$ cat src/sv/grsr_pkg.sv
// Shared types, constants and register indexes of the glyph row span rasterizer.
package grsr_pkg;

    localparam int ROW_W                 = 8;
    localparam int COL_W                 = $clog2(ROW_W);
    localparam int COORD_W               = 16;
    localparam int DEF_MAX_GLYPH_WIDTH   = 8;
    localparam int DEF_MAX_GLYPH_HEIGHT  = 16;
    localparam int DEF_JOBQ_DEPTH        = 4;
    localparam int CFG_IDX_W             = 3;
    localparam int CFG_DATA_W            = 16;
    localparam int SETTLE_CYCLES         = 3;
    localparam int SETTLE_W              = $clog2(SETTLE_CYCLES + 1);

    localparam logic [CFG_IDX_W-1:0] CFG_GLYPH_WIDTH   = 3'd0;
    localparam logic [CFG_IDX_W-1:0] CFG_GLYPH_ADVANCE = 3'd1;
    localparam logic [CFG_IDX_W-1:0] CFG_SCALE         = 3'd2;
    localparam logic [CFG_IDX_W-1:0] CFG_ANCHOR_X      = 3'd3;
    localparam logic [CFG_IDX_W-1:0] CFG_TOP_Y         = 3'd4;
    localparam logic [CFG_IDX_W-1:0] CFG_COLOR         = 3'd5;
    localparam logic [CFG_IDX_W-1:0] CFG_ALIGNMENT     = 3'd6;
    localparam logic [CFG_IDX_W-1:0] CFG_TEXT_LENGTH   = 3'd7;

    localparam logic [1:0] ALIGN_CENTER = 2'd1;
    localparam logic [1:0] ALIGN_RIGHT  = 2'd2;

    typedef struct packed {
        logic [3:0]         glyph_width;
        logic [4:0]         glyph_advance;
        logic [3:0]         scale;
        logic [COORD_W-1:0] anchor_x;
        logic [COORD_W-1:0] top_y;
        logic [15:0]        color;
        logic [1:0]         alignment;
        logic [7:0]         text_length;
    } cfg_t;

    typedef struct packed {
        logic [COORD_W-1:0] base_x;
        logic [COORD_W-1:0] y;
        logic [ROW_W-1:0]   start_mask;
        logic [ROW_W-1:0]   end_mask;
    } job_t;

    typedef struct packed {
        logic [COORD_W-1:0] x;
        logic [COORD_W-1:0] y;
        logic [6:0]         width;
        logic [3:0]         height;
        logic [15:0]        color;
        logic               last;
    } rect_t;

endpackage

$ cat src/sv/glyph_row_span_rasterizer_core.sv
// The front end takes a new glyph row every cycle while the request queue between the two
// halves has room and no register write is settling. The back end emits one rectangle per
// cycle while its result slot is free or being popped, so a row with k runs of set pixels
// yields k rectangles (at most four for an eight-column row); rows that draw nothing never
// reach it. The first rectangle of a row passes through the request queue, the current-row
// register and the output register before it shows at the result ports. After reset and
// after every register write, full stays high while the alignment products and the aligned start position settle.
module glyph_row_span_rasterizer_core
    import grsr_pkg::*;
#(
    parameter int MAX_GLYPH_WIDTH  = DEF_MAX_GLYPH_WIDTH,
    parameter int MAX_GLYPH_HEIGHT = DEF_MAX_GLYPH_HEIGHT,
    parameter int JOBQ_DEPTH       = DEF_JOBQ_DEPTH
)
(
    input  logic                  clk,
    input  logic                  rst_n,
    input  logic                  cfg_write,
    input  logic [CFG_IDX_W-1:0]  cfg_index,
    input  logic [CFG_DATA_W-1:0] cfg_data,
    input  logic                  push,
    output logic                  full,
    input  logic [ROW_W-1:0]      row_bits,
    input  logic [3:0]            row_index,
    input  logic                  first_of_text,
    input  logic                  last_row_of_glyph,
    output logic                  empty,
    input  logic                  pop,
    output logic signed [15:0]    rect_x,
    output logic signed [15:0]    rect_y,
    output logic [6:0]            rect_width,
    output logic [3:0]            rect_height,
    output logic [15:0]           rect_color,
    output logic                  last_of_row
);

    cfg_t  cfg_reg;
    cfg_t  cfg_next;
    logic  q_push;
    logic  q_pop;
    logic  q_full;
    logic  q_empty;
    job_t  push_job;
    job_t  head_job;
    rect_t rect;

    always_comb
    begin
        cfg_next = cfg_reg;
        if (cfg_write)
        begin
            unique case (cfg_index)
                CFG_GLYPH_WIDTH:   cfg_next.glyph_width   = cfg_data[3:0];
                CFG_GLYPH_ADVANCE: cfg_next.glyph_advance = cfg_data[4:0];
                CFG_SCALE:         cfg_next.scale         = cfg_data[3:0];
                CFG_ANCHOR_X:      cfg_next.anchor_x      = cfg_data;
                CFG_TOP_Y:         cfg_next.top_y         = cfg_data;
                CFG_COLOR:         cfg_next.color         = cfg_data;
                CFG_ALIGNMENT:     cfg_next.alignment     = cfg_data[1:0];
                CFG_TEXT_LENGTH:   cfg_next.text_length   = cfg_data[7:0];
            endcase
        end
    end

    always_ff @(posedge clk or negedge rst_n)
    begin
        if (!rst_n)
        begin
            cfg_reg.glyph_width   <= 4'd5;
            cfg_reg.glyph_advance <= 5'd6;
            cfg_reg.scale         <= 4'd1;
            cfg_reg.anchor_x      <= '0;
            cfg_reg.top_y         <= '0;
            cfg_reg.color         <= 16'hFFFF;
            cfg_reg.alignment     <= '0;
            cfg_reg.text_length   <= '0;
        end
        else
        begin
            cfg_reg <= cfg_next;
        end
    end

    grsr_front #(
        .MAX_GLYPH_WIDTH  (MAX_GLYPH_WIDTH),
        .MAX_GLYPH_HEIGHT (MAX_GLYPH_HEIGHT)
    ) u_front (
        .clk               (clk),
        .rst_n             (rst_n),
        .cfg               (cfg_reg),
        .cfg_write         (cfg_write),
        .push              (push),
        .full              (full),
        .row_bits          (row_bits),
        .row_index         (row_index),
        .first_of_text     (first_of_text),
        .last_row_of_glyph (last_row_of_glyph),
        .q_full            (q_full),
        .q_push            (q_push),
        .q_job             (push_job)
    );

    grsr_jobq #(
        .DEPTH (JOBQ_DEPTH)
    ) u_jobq (
        .clk     (clk),
        .rst_n   (rst_n),
        .wr_en   (q_push),
        .wr_job  (push_job),
        .q_full  (q_full),
        .rd_en   (q_pop),
        .rd_job  (head_job),
        .q_empty (q_empty)
    );

    grsr_back u_back (
        .clk     (clk),
        .rst_n   (rst_n),
        .cfg     (cfg_reg),
        .q_empty (q_empty),
        .q_job   (head_job),
        .q_pop   (q_pop),
        .empty   (empty),
        .pop     (pop),
        .rect    (rect)
    );

    assign rect_x      = $signed(rect.x);
    assign rect_y      = $signed(rect.y);
    assign rect_width  = rect.width;
    assign rect_height = rect.height;
    assign rect_color  = rect.color;
    assign last_of_row = rect.last;

`ifndef NO_ASSERTIONS
    a_settle_blocks_input: assert property (@(posedge clk) disable iff (!rst_n)
        $past(cfg_write) |-> full)
        else $error("input accepted while alignment settles");

    a_jobq_no_overflow: assert property (@(posedge clk) disable iff (!rst_n)
        q_push |-> !q_full)
        else $error("request queue overflow");

    a_jobq_no_underflow: assert property (@(posedge clk) disable iff (!rst_n)
        q_pop |-> !q_empty)
        else $error("request queue underflow");

    a_rect_sane: assert property (@(posedge clk) disable iff (!rst_n)
        !empty |-> (rect_height == cfg_reg.scale && rect_width != 7'd0))
        else $error("rectangle with bad size");
`endif

endmodule

$ cat src/sv/grsr_front.sv
// Front end: cursor, alignment pipeline and run detection of each glyph row.
module grsr_front
    import grsr_pkg::*;
#(
    parameter int MAX_GLYPH_WIDTH  = DEF_MAX_GLYPH_WIDTH,
    parameter int MAX_GLYPH_HEIGHT = DEF_MAX_GLYPH_HEIGHT
)
(
    input  logic             clk,
    input  logic             rst_n,
    input  cfg_t             cfg,
    input  logic             cfg_write,
    input  logic             push,
    output logic             full,
    input  logic [ROW_W-1:0] row_bits,
    input  logic [3:0]       row_index,
    input  logic             first_of_text,
    input  logic             last_row_of_glyph,
    input  logic             q_full,
    output logic             q_push,
    output job_t             q_job
);

    logic [SETTLE_W-1:0]       settle_reg;
    logic [SETTLE_W-1:0]       settle_next;
    logic [COORD_W-1:0]        cursor_reg;
    logic [COORD_W-1:0]        cursor_next;
    logic [12:0]               len_adv_reg;
    logic [8:0]                step_reg;
    logic [16:0]               tws_reg;
    logic [COORD_W-1:0]        aligned_reg;
    logic [COORD_W-1:0]        aligned_next;
    logic signed [17:0]        tw;
    logic signed [17:0]        tw_adj;
    logic signed [17:0]        tw_half;
    logic                      accept;
    logic [COORD_W-1:0]        cursor_eff;
    logic [3:0]                gw;
    logic [ROW_W-1:0]          colv;
    logic [ROW_W-1:0]          smask;
    logic [ROW_W-1:0]          emask;
    logic [3:0]                src_idx;
    logic                      row_ok;

    // Alignment pipeline, refilled from the registers after every write
    always_comb
    begin
        if (cfg.scale != 4'd0 && cfg.text_length != 8'd0)
        begin
            tw = $signed({1'b0, tws_reg}) - $signed({14'd0, cfg.scale});
        end
        else
        begin
            tw = '0;
        end
        tw_adj  = tw + $signed({17'd0, tw[17]});
        tw_half = tw_adj >>> 1;
        unique case (cfg.alignment)
            ALIGN_CENTER: aligned_next = cfg.anchor_x - tw_half[COORD_W-1:0];
            ALIGN_RIGHT:  aligned_next = cfg.anchor_x - tw[COORD_W-1:0] + 16'd1;
            default:      aligned_next = cfg.anchor_x;
        endcase
    end

    always_ff @(posedge clk)
    begin
        len_adv_reg <= cfg.text_length * 13'(cfg.glyph_advance);
        step_reg    <= 9'(cfg.glyph_advance) * 9'(cfg.scale);
        tws_reg     <= 17'(len_adv_reg) * 17'(cfg.scale);
        aligned_reg <= aligned_next;
    end

    always_comb
    begin
        if (cfg_write)
        begin
            settle_next = SETTLE_W'(SETTLE_CYCLES);
        end
        else if (settle_reg != '0)
        begin
            settle_next = settle_reg - 1'b1;
        end
        else
        begin
            settle_next = settle_reg;
        end
    end

    assign full   = q_full || (settle_reg != '0);
    assign accept = push && !full;

    // Columns in display order, column 0 leftmost
    always_comb
    begin
        gw = (cfg.glyph_width > 4'(MAX_GLYPH_WIDTH)) ? 4'(MAX_GLYPH_WIDTH) : cfg.glyph_width;
        for (int c = 0; c < ROW_W; c++)
        begin
            src_idx = gw - 4'd1 - 4'(c);
            colv[c] = (4'(c) < gw) ? row_bits[src_idx[COL_W-1:0]] : 1'b0;
        end
        for (int c = 0; c < ROW_W; c++)
        begin
            smask[c] = colv[c] && ((c == 0) ? 1'b1 : !colv[(c == 0) ? 0 : c - 1]);
            emask[c] = colv[c] && ((c == ROW_W - 1) ? 1'b1 : !colv[(c == ROW_W - 1) ? c : c + 1]);
        end
    end

    assign cursor_eff = first_of_text ? aligned_reg : cursor_reg;
    assign row_ok     = (cfg.scale != 4'd0) && ({2'd0, row_index} < 6'(MAX_GLYPH_HEIGHT));

    always_comb
    begin
        cursor_next = cursor_reg;
        if (accept)
        begin
            cursor_next = last_row_of_glyph ? cursor_eff + 16'(step_reg) : cursor_eff;
        end
    end

    assign q_push           = accept && row_ok && (smask != '0);
    assign q_job.base_x     = cursor_eff;
    assign q_job.y          = cfg.top_y + 16'(8'(row_index) * 8'(cfg.scale));
    assign q_job.start_mask = smask;
    assign q_job.end_mask   = emask;

    always_ff @(posedge clk or negedge rst_n)
    begin
        if (!rst_n)
        begin
            settle_reg <= SETTLE_W'(SETTLE_CYCLES);
            cursor_reg <= '0;
        end
        else
        begin
            settle_reg <= settle_next;
            cursor_reg <= cursor_next;
        end
    end

endmodule

$ cat src/sv/grsr_jobq.sv
// Short request queue between the front end and the span emitter.
module grsr_jobq
    import grsr_pkg::*;
#(
    parameter int DEPTH = DEF_JOBQ_DEPTH
)
(
    input  logic clk,
    input  logic rst_n,
    input  logic wr_en,
    input  job_t wr_job,
    output logic q_full,
    input  logic rd_en,
    output job_t rd_job,
    output logic q_empty
);

    localparam int PTR_W = (DEPTH > 1) ? $clog2(DEPTH) : 1;
    localparam int CNT_W = $clog2(DEPTH + 1);

    job_t             slot_reg [DEPTH];
    logic [PTR_W-1:0] wr_ptr_reg;
    logic [PTR_W-1:0] wr_ptr_next;
    logic [PTR_W-1:0] rd_ptr_reg;
    logic [PTR_W-1:0] rd_ptr_next;
    logic [CNT_W-1:0] count_reg;
    logic [CNT_W-1:0] count_next;

    assign q_full  = (count_reg == CNT_W'(DEPTH));
    assign q_empty = (count_reg == '0);
    assign rd_job  = slot_reg[rd_ptr_reg];

    always_comb
    begin
        wr_ptr_next = wr_ptr_reg;
        rd_ptr_next = rd_ptr_reg;
        count_next  = count_reg;
        if (wr_en)
        begin
            wr_ptr_next = (wr_ptr_reg == PTR_W'(DEPTH - 1)) ? '0 : wr_ptr_reg + 1'b1;
        end
        if (rd_en)
        begin
            rd_ptr_next = (rd_ptr_reg == PTR_W'(DEPTH - 1)) ? '0 : rd_ptr_reg + 1'b1;
        end
        if (wr_en && !rd_en)
        begin
            count_next = count_reg + 1'b1;
        end
        else if (rd_en && !wr_en)
        begin
            count_next = count_reg - 1'b1;
        end
    end

    always_ff @(posedge clk)
    begin
        if (wr_en)
        begin
            slot_reg[wr_ptr_reg] <= wr_job;
        end
    end

    always_ff @(posedge clk or negedge rst_n)
    begin
        if (!rst_n)
        begin
            wr_ptr_reg <= '0;
            rd_ptr_reg <= '0;
            count_reg  <= '0;
        end
        else
        begin
            wr_ptr_reg <= wr_ptr_next;
            rd_ptr_reg <= rd_ptr_next;
            count_reg  <= count_next;
        end
    end

endmodule

$ cat src/sv/grsr_back.sv
// Back end: walk each row's runs, one scaled rectangle per unstalled cycle.
module grsr_back
    import grsr_pkg::*;
(
    input  logic  clk,
    input  logic  rst_n,
    input  cfg_t  cfg,
    input  logic  q_empty,
    input  job_t  q_job,
    output logic  q_pop,
    output logic  empty,
    input  logic  pop,
    output rect_t rect
);

    logic             cur_valid_reg;
    logic             cur_valid_next;
    job_t             cur_reg;
    job_t             cur_next;
    logic             out_valid_reg;
    logic             out_valid_next;
    rect_t            out_reg;
    rect_t            out_next;
    logic             out_free;
    logic             emit;
    logic             done;
    logic [ROW_W-1:0] s_rest;
    logic [ROW_W-1:0] e_rest;
    logic [COL_W-1:0] s_col;
    logic [COL_W-1:0] e_col;
    logic [3:0]       run_len;

    function automatic logic [COL_W-1:0] lowest_set(input logic [ROW_W-1:0] m);
        logic [COL_W-1:0] idx;
        idx = '0;
        for (int i = ROW_W - 1; i >= 0; i--)
        begin
            if (m[i])
            begin
                idx = COL_W'(i);
            end
        end
        return idx;
    endfunction

    assign out_free = !out_valid_reg || pop;
    assign emit     = cur_valid_reg && out_free;
    assign s_rest   = cur_reg.start_mask & (cur_reg.start_mask - 1'b1);
    assign e_rest   = cur_reg.end_mask & (cur_reg.end_mask - 1'b1);
    assign done     = emit && (s_rest == '0);
    assign q_pop    = !q_empty && (!cur_valid_reg || done);
    assign s_col    = lowest_set(cur_reg.start_mask);
    assign e_col    = lowest_set(cur_reg.end_mask);
    assign run_len  = 4'(e_col) - 4'(s_col) + 4'd1;

    always_comb
    begin
        cur_next       = cur_reg;
        cur_valid_next = cur_valid_reg;
        if (q_pop)
        begin
            cur_next       = q_job;
            cur_valid_next = 1'b1;
        end
        else if (emit)
        begin
            cur_next.start_mask = s_rest;
            cur_next.end_mask   = e_rest;
            cur_valid_next      = !done;
        end
    end

    always_comb
    begin
        out_next        = out_reg;
        out_valid_next  = out_valid_reg && !pop;
        out_next.x      = cur_reg.base_x + 16'(7'(s_col) * 7'(cfg.scale));
        out_next.y      = cur_reg.y;
        out_next.width  = 7'(8'(run_len) * 8'(cfg.scale));
        out_next.height = cfg.scale;
        out_next.color  = cfg.color;
        out_next.last   = (s_rest == '0);
        if (emit)
        begin
            out_valid_next = 1'b1;
        end
    end

    always_ff @(posedge clk)
    begin
        if (q_pop || emit)
        begin
            cur_reg <= cur_next;
        end
        if (emit)
        begin
            out_reg <= out_next;
        end
    end

    always_ff @(posedge clk or negedge rst_n)
    begin
        if (!rst_n)
        begin
            cur_valid_reg <= 1'b0;
            out_valid_reg <= 1'b0;
        end
        else
        begin
            cur_valid_reg <= cur_valid_next;
            out_valid_reg <= out_valid_next;
        end
    end

    assign empty = !out_valid_reg;
    assign rect  = out_reg;

endmodule
$ cat config.mk
export PLATFORM = sky130hd
export DESIGN_NAME = glyph_row_span_rasterizer_core
export DESIGN_NICKNAME = d
export VERILOG_FILES = /design/src/sv/grsr_pkg.sv /design/src/sv/glyph_row_span_rasterizer_core.sv /design/src/sv/grsr_front.sv /design/src/sv/grsr_jobq.sv /design/src/sv/grsr_back.sv
export SDC_FILE = /design/constraint.sdc
export NUM_CORES = 1
export LEC_CHECK = 0
export BUFFER_PORTS_ARGS = -buffer_cell sky130_fd_sc_hd__clkbuf_2
export CORE_MARGIN = 1.5
export CORE_UTILIZATION = 35
export CTS_CLUSTER_SIZE = 24
export DETAILED_ROUTE_END_ITERATION = 7
export SLEW_MARGIN = 20
export SYNTH_ARGS = -nofsm -noshare
export SYNTH_HDL_FRONTEND = slang
export SYNTH_SLANG_ARGS = --single-unit
$ cat constraint.sdc
create_clock -name clk -period 12 [get_ports clk]
set_input_delay 2.4 -clock clk [delete_from_list [all_inputs] [get_ports clk]]
set_output_delay 2.4 -clock clk [all_outputs]
set_load 0.01 [all_outputs]
### After elaboration in Yosys (flattened, before gate mapping)

Memory sizes are Yosys's and may differ from the RTL's.
Index checks and enable logic that the tools add are counted.

| word-level totals | value |
|---|---|
| bits of input ports | 38 |
| memory bits (writable) | 192 |
| output and inout bits | 62 |
| flip-flop bits (word level) | 261 |
| word-level logic and storage cells | 214 |
| memories | 1 |

Memories:

| name | words | bits a word | rd ports | clocked after memory_dff | wr ports | line | source |
|---|---|---|---|---|---|---|---|
| u_jobq.slot_reg | 4 | 48 | 1 | 0 | 1 | grsr_jobq.sv:21 | `job_t slot_reg [DEPTH];` |

| cells by class | value |
|---|---|
| equal/unequal tests | 12 |
| $lt $le $gt $ge | 17 |
| multipliers | 6 |
| reduce and logical (&&, ||, !) cells | 64 |
| multiplexer cells | 58 |
| add/sub/neg operators | 25 |
| bitwise operators | 2 |

Operators with widths:

| operator | number |
|---|---|
| 16-bit two-way mux | 4 |
| 3-bit two-way mux | 18 |
| 3-bit by 4-bit < comparator with 1-bit output (second input constant) | 8 |
| 16-bit case mux with 2 select lines | 1 |
| 16-bit subtractor | 2 |
| 1-bit binary-select mux with 3-bit select | 8 |
| 1-bit logical AND | 24 |
| 1-bit two-way mux | 21 |
| 2-bit AND reduction | 10 |
| 18-bit two-way mux | 1 |
| 17-bit by 4-bit subtractor with 18-bit output | 1 |
| 17-bit by 2-bit adder with 17-bit output | 1 |
| 13-bit by 4-bit multiplier with 17-bit output | 1 |
| 16-bit by 1-bit adder with 16-bit output (second input constant) | 1 |
| 16-bit by 7-bit adder with 16-bit output | 1 |
| 16-bit by 8-bit adder with 16-bit output | 1 |
| 16-bit by 9-bit adder with 16-bit output | 1 |
| 8-bit AND | 2 |
| 1-bit zero test | 16 |
| 3-bit by 4-bit < comparator with 1-bit output (first input constant) | 4 |
| 8-bit nonzero test | 2 |
| 8-bit by 1-bit subtractor with 8-bit output (second input constant) | 2 |
| 3-bit equality test (second input constant) | 5 |
| 8-bit by 5-bit multiplier with 13-bit output | 1 |
| other kinds (26) | 48 |

### Logic depth before layout (Yosys ltp)

| depth | value |
|---|---|
| depth after elaboration | 15 |
| depth in mapped cells | 22 |

### By module

A second synthesis with hierarchy kept.

| unflattened totals | value |
|---|---|
| cell total of the unflattened synthesis | 1922 |
| area, all modules | 24722.5 um2 |

By module, submodules not included:

| module | area an instance (um2) | cells each | instances | sequential area each (um2) |
|---|---|---|---|---|
| grsr_front | 9450.3 | 1127 | 1 | 1554.0 |
| grsr_jobq | 7397.1 | 288 | 1 | 5940.7 |
| grsr_back | 5041.1 | 349 | 1 | 3293.2 |
| glyph_row_span_rasterizer_core | 2834.0 | 158 | 1 | 1803.0 |

### Least setup slack after synthesis

OpenSTA, ideal clock, no wires.

| path | value |
|---|---|
| path type | input-to-reg |
| start | in row_index[0] |
| end | mem u_jobq.slot_reg[0][31] (netlist name), data pin |
| path buffers | 0 |
| arrival | 5.542 ns |
| required time | 11.728 ns |
| setup time | 0.272 ns |
| path slack | 6.186 ns |
| stages | 15 |
| cells stage by stage | nand2_1 fa_1 fa_1 fa_1 inv_1 ha_1 a21o_1 a21oi_1 o21bai_1 a21oi_1 o21bai_1 a21oi_1 nor2b_1 nand4_1 xnor2_1 |

RTL lines:

| item | line | source |
|---|---|---|
| start, declared | glyph_row_span_rasterizer_core.sv:24 | `input logic [3:0] row_index,` |
| end, declared | grsr_jobq.sv:21 |  |

==> metrics.md <==
| Metric | Value |
|---|---|
| Ys async rst share | 0.216 |
| Non-Filler Cell Area, Final | 27400 µm² |
| Hold WS | 418 ps |
| Yosys top cell area share | 0.371 |
| Outcome | finished clean |
| RSZ-0062 raised after global routing | no |
| Layout cells sized above 1 | 0.180 |
| Top cells by area, synth | edfxtp_1 37%, ha_1 8.6%, dfrtp_1 7.7%, fa_1 5.9%, mux4_2 4.7% |
| H-tree Lvls | 2 |
| Post-CTS Setup Bufs | 0 |
| CTS root buf | clkbuf_16 |
| Detail Placement HPWL | 37900 µm |
| Post-route clock period utilization | 0.482 |
| Most frequent cell after synthesis | edfxtp_1 |
| Buffers on Ports | 99 |
| Achievable Freq | ~0.17 GHz |
| Kind of end point of the critical path | register |
| CTS tree | done |
| Largest net degree at the start of global routing | 60 |
| Post-synthesis sequential area ratio | 0.518 |
| Syn_nets | 2201 |
| Die width | 266 µm |
| Netlist Area Pre-Place | ~24000 µm² |
| Maxcap violations | 0 |
| Clock sink count | 453 |
| Busiest grt layer | met2 |
| Post-Layout Cell Count | 3002 |
| EDFF count, synth | 300 |
| Placed Area | ~26000 µm² |
| Commonest cells in the netlist | 300 x edfxtp_1, 167 x ha_1, 167 x nand2_1 |
| Total track usage | 0.150 |
| Kind of critical path | in -> reg |
| Worst Path Required | 12300 ps |
| PwrDens | 261 nW/µm² |
| Starting Density | 0.354 |
| Clk slew on worst S/H paths | 60 ps |
| Pre-CTS setup slack | 5600 ps |
| Gr ovfl total | 0 |
| GR Util met1 | 0.189 |
| Drt first pass iters | 5 |
| Setup TNS | 0 ps |
| M3 GR Usage | 0.0237 |
| Yosys cell types | 76 |
| # DRC | 0 |
| Post-route minimum period | 5790 ps |
| Final wirelength | around 52000 µm |
| Detail Route Antenna Nets | 0 |
| YS warnings | 0 |
| Ant diodes | 0 |
| Core box area | between 60000 and 70000 µm² |
| Fin. max-slew vios | 0 |
| Hold Path Class | reg -> reg |
| Clk_skew | 31.4 ps |
| Global-route wire length before repair | 84100 µm |
| Final nets | 2313 |
| Worst path arrival time | 6090 ps |
| DIE HEIGHT | 266 µm |
| Max reg flops | 192 |
| Hold Vio Cnt, Final | 0 |
| Max_slew headroom | 0.265 |
| Maximum VDD drop | 0.119 mV |
| Tot Pwr | 7.16 mW |
| CTS max path bufs | 3 |
| Post-Syn Instances | between 1500 and 2000 |
| Setup violations, final | 0 |
| Worst Tran Pin Value | 1100 ps |
| Worst Setup Start Kind | input pin |
| Num rows | 96 |
| Resized cells post-CTS | 0 |
| Area grow syn2layout | 12.9% |
| CP max FO | 4 |
| Ports | 100 |
| Synth area leader | edfxtp_1 |
| Final core utilization | 0.399 |
| Drt first-iter violations | ~750 |
| Synthesis-stage register bit count | 453 |
| GRT met2 Usage | 0.264 |
| Vias in the first global route | 15458 |
| CTS Hold Bufs | 0 |
| Full die area | a little over 70000 µm² |
| Cell count after placement | roughly 2900 |
| Final setup margin | between 6000 and 7000 ps |
| Initial antenna violation count | 3 |
| GP Congestion | ~0.83 |
| Avg WL per Cell | 17.4 µm |
| Via count | 14877 |
| Clk_lat worst skew | between 500 and 600 ps |
| Via/cell ratio | 4.96 |
| Ys flop type | edfxtp_1 |
| Syn Area/Cell | 12.6 µm² |
| Number of buffers created by CTS | 46 |
| P_leak | approximately 11 nW |
[final cells by class]
| type | count | area (µm²) |
|---|---|---|
| Fill cell | 6521 | 41300 |
| Clock inverter | 21 | 229 |
| Inverter | 166 | 623 |
| Multi-Input combinational cell | 1250 | 10900 |
| Tap cell | 931 | 1160 |
| Clock buffer | 62 | 1290 |
| Sequential cell | 453 | 12600 |
| Timing Repair Buffer | 119 | 648 |
[where the power goes]
part | leakage (nW) | switching (mW) | internal, mW | total, mW
registers | 4.40 | 0.269 | 2.17 | 2.44
clock network | 0.756 | 0.598 | 0.844 | 1.44
logic | 6.13 | 1.84 | 1.44 | 3.28
total | 11.3 | 2.71 | 4.45 | 7.16
[layout by cell type (no fill, tap or decap), types with 25 or more instances in the layout]
cell type / instances
clkbuf_2: 98
ha_1: 167
dfrtp_1: 73
nor3_1: 25
mux4_2: 51
dfxtp_1: 55
edfxtp_1: 300
and2_1: 85
xor2_1: 36
clkbuf_16: 46
xnor2_1: 79
nand2_1: 167
fa_1: 72
o21ai_0: 84
a21o_1: 26
nor2_1: 76
inv_1: 166
nand3_1: 25
a21oi_1: 71
mux2_2: 76
[critical path, stage by stage]
cell	delay, ps
clkbuf_2	110
nand2_1	80
fa_1	540
fa_1	530
fa_1	530
inv_1	50
ha_1	330
a21o_1	190
a21oi_1	220
o21bai_1	90
a21oi_1	280
o21bai_1	100
a21oi_1	240
nor2b_1	130
nand4_1	130
xnor2_1	110
[logic make-up (layout without fill, tap and decap cells)]
group,Yosys count,after routing,share of synthesized area
AND/OR/NAND/NOR,472,472,0.0965
XOR/XNOR,115,115,0.0415
adder cells (fa/ha/maj),241,241,0.146
buffers and inverters,221,368,0.0351
multiplexers,151,151,0.0926
AO/OA/AOI/OAI,271,271,0.0700
flip-flops,453,453,0.518
[path summary, 6_finish.rpt]
| check | start | endpoint | slack (ps) | depth (start not counted) |
|---|---|---|---|---|
| worst max-delay path | row_index[0] | u_jobq.slot_reg[0][31] | 6210 | 16 |
| worst min-delay path | u_back.cur_reg[20] | u_back.rect[32] | 420 | 0 |
| worst max register to register | cfg_reg[58] | u_front.aligned_reg[15] | 6360 | 20 |
| worst min register to register | u_back.cur_reg[20] | u_back.rect[32] | 420 | 0 |
| max in group asynchronous | rst_n | u_jobq.wr_ptr_reg[1] | 8890 | 2 |
| min in group asynchronous | rst_n | cfg_reg[50] | 1830 | 1 |
[metal layers]
layer  vias to the layer above  wire (µm)
li1                       7069          -
met1                      7452      22400
met2                       265      26400
met3                        85       2110
met4                         6       1260
met5                         -         35
No activity file was read; power rests on OpenSTA's default activity.
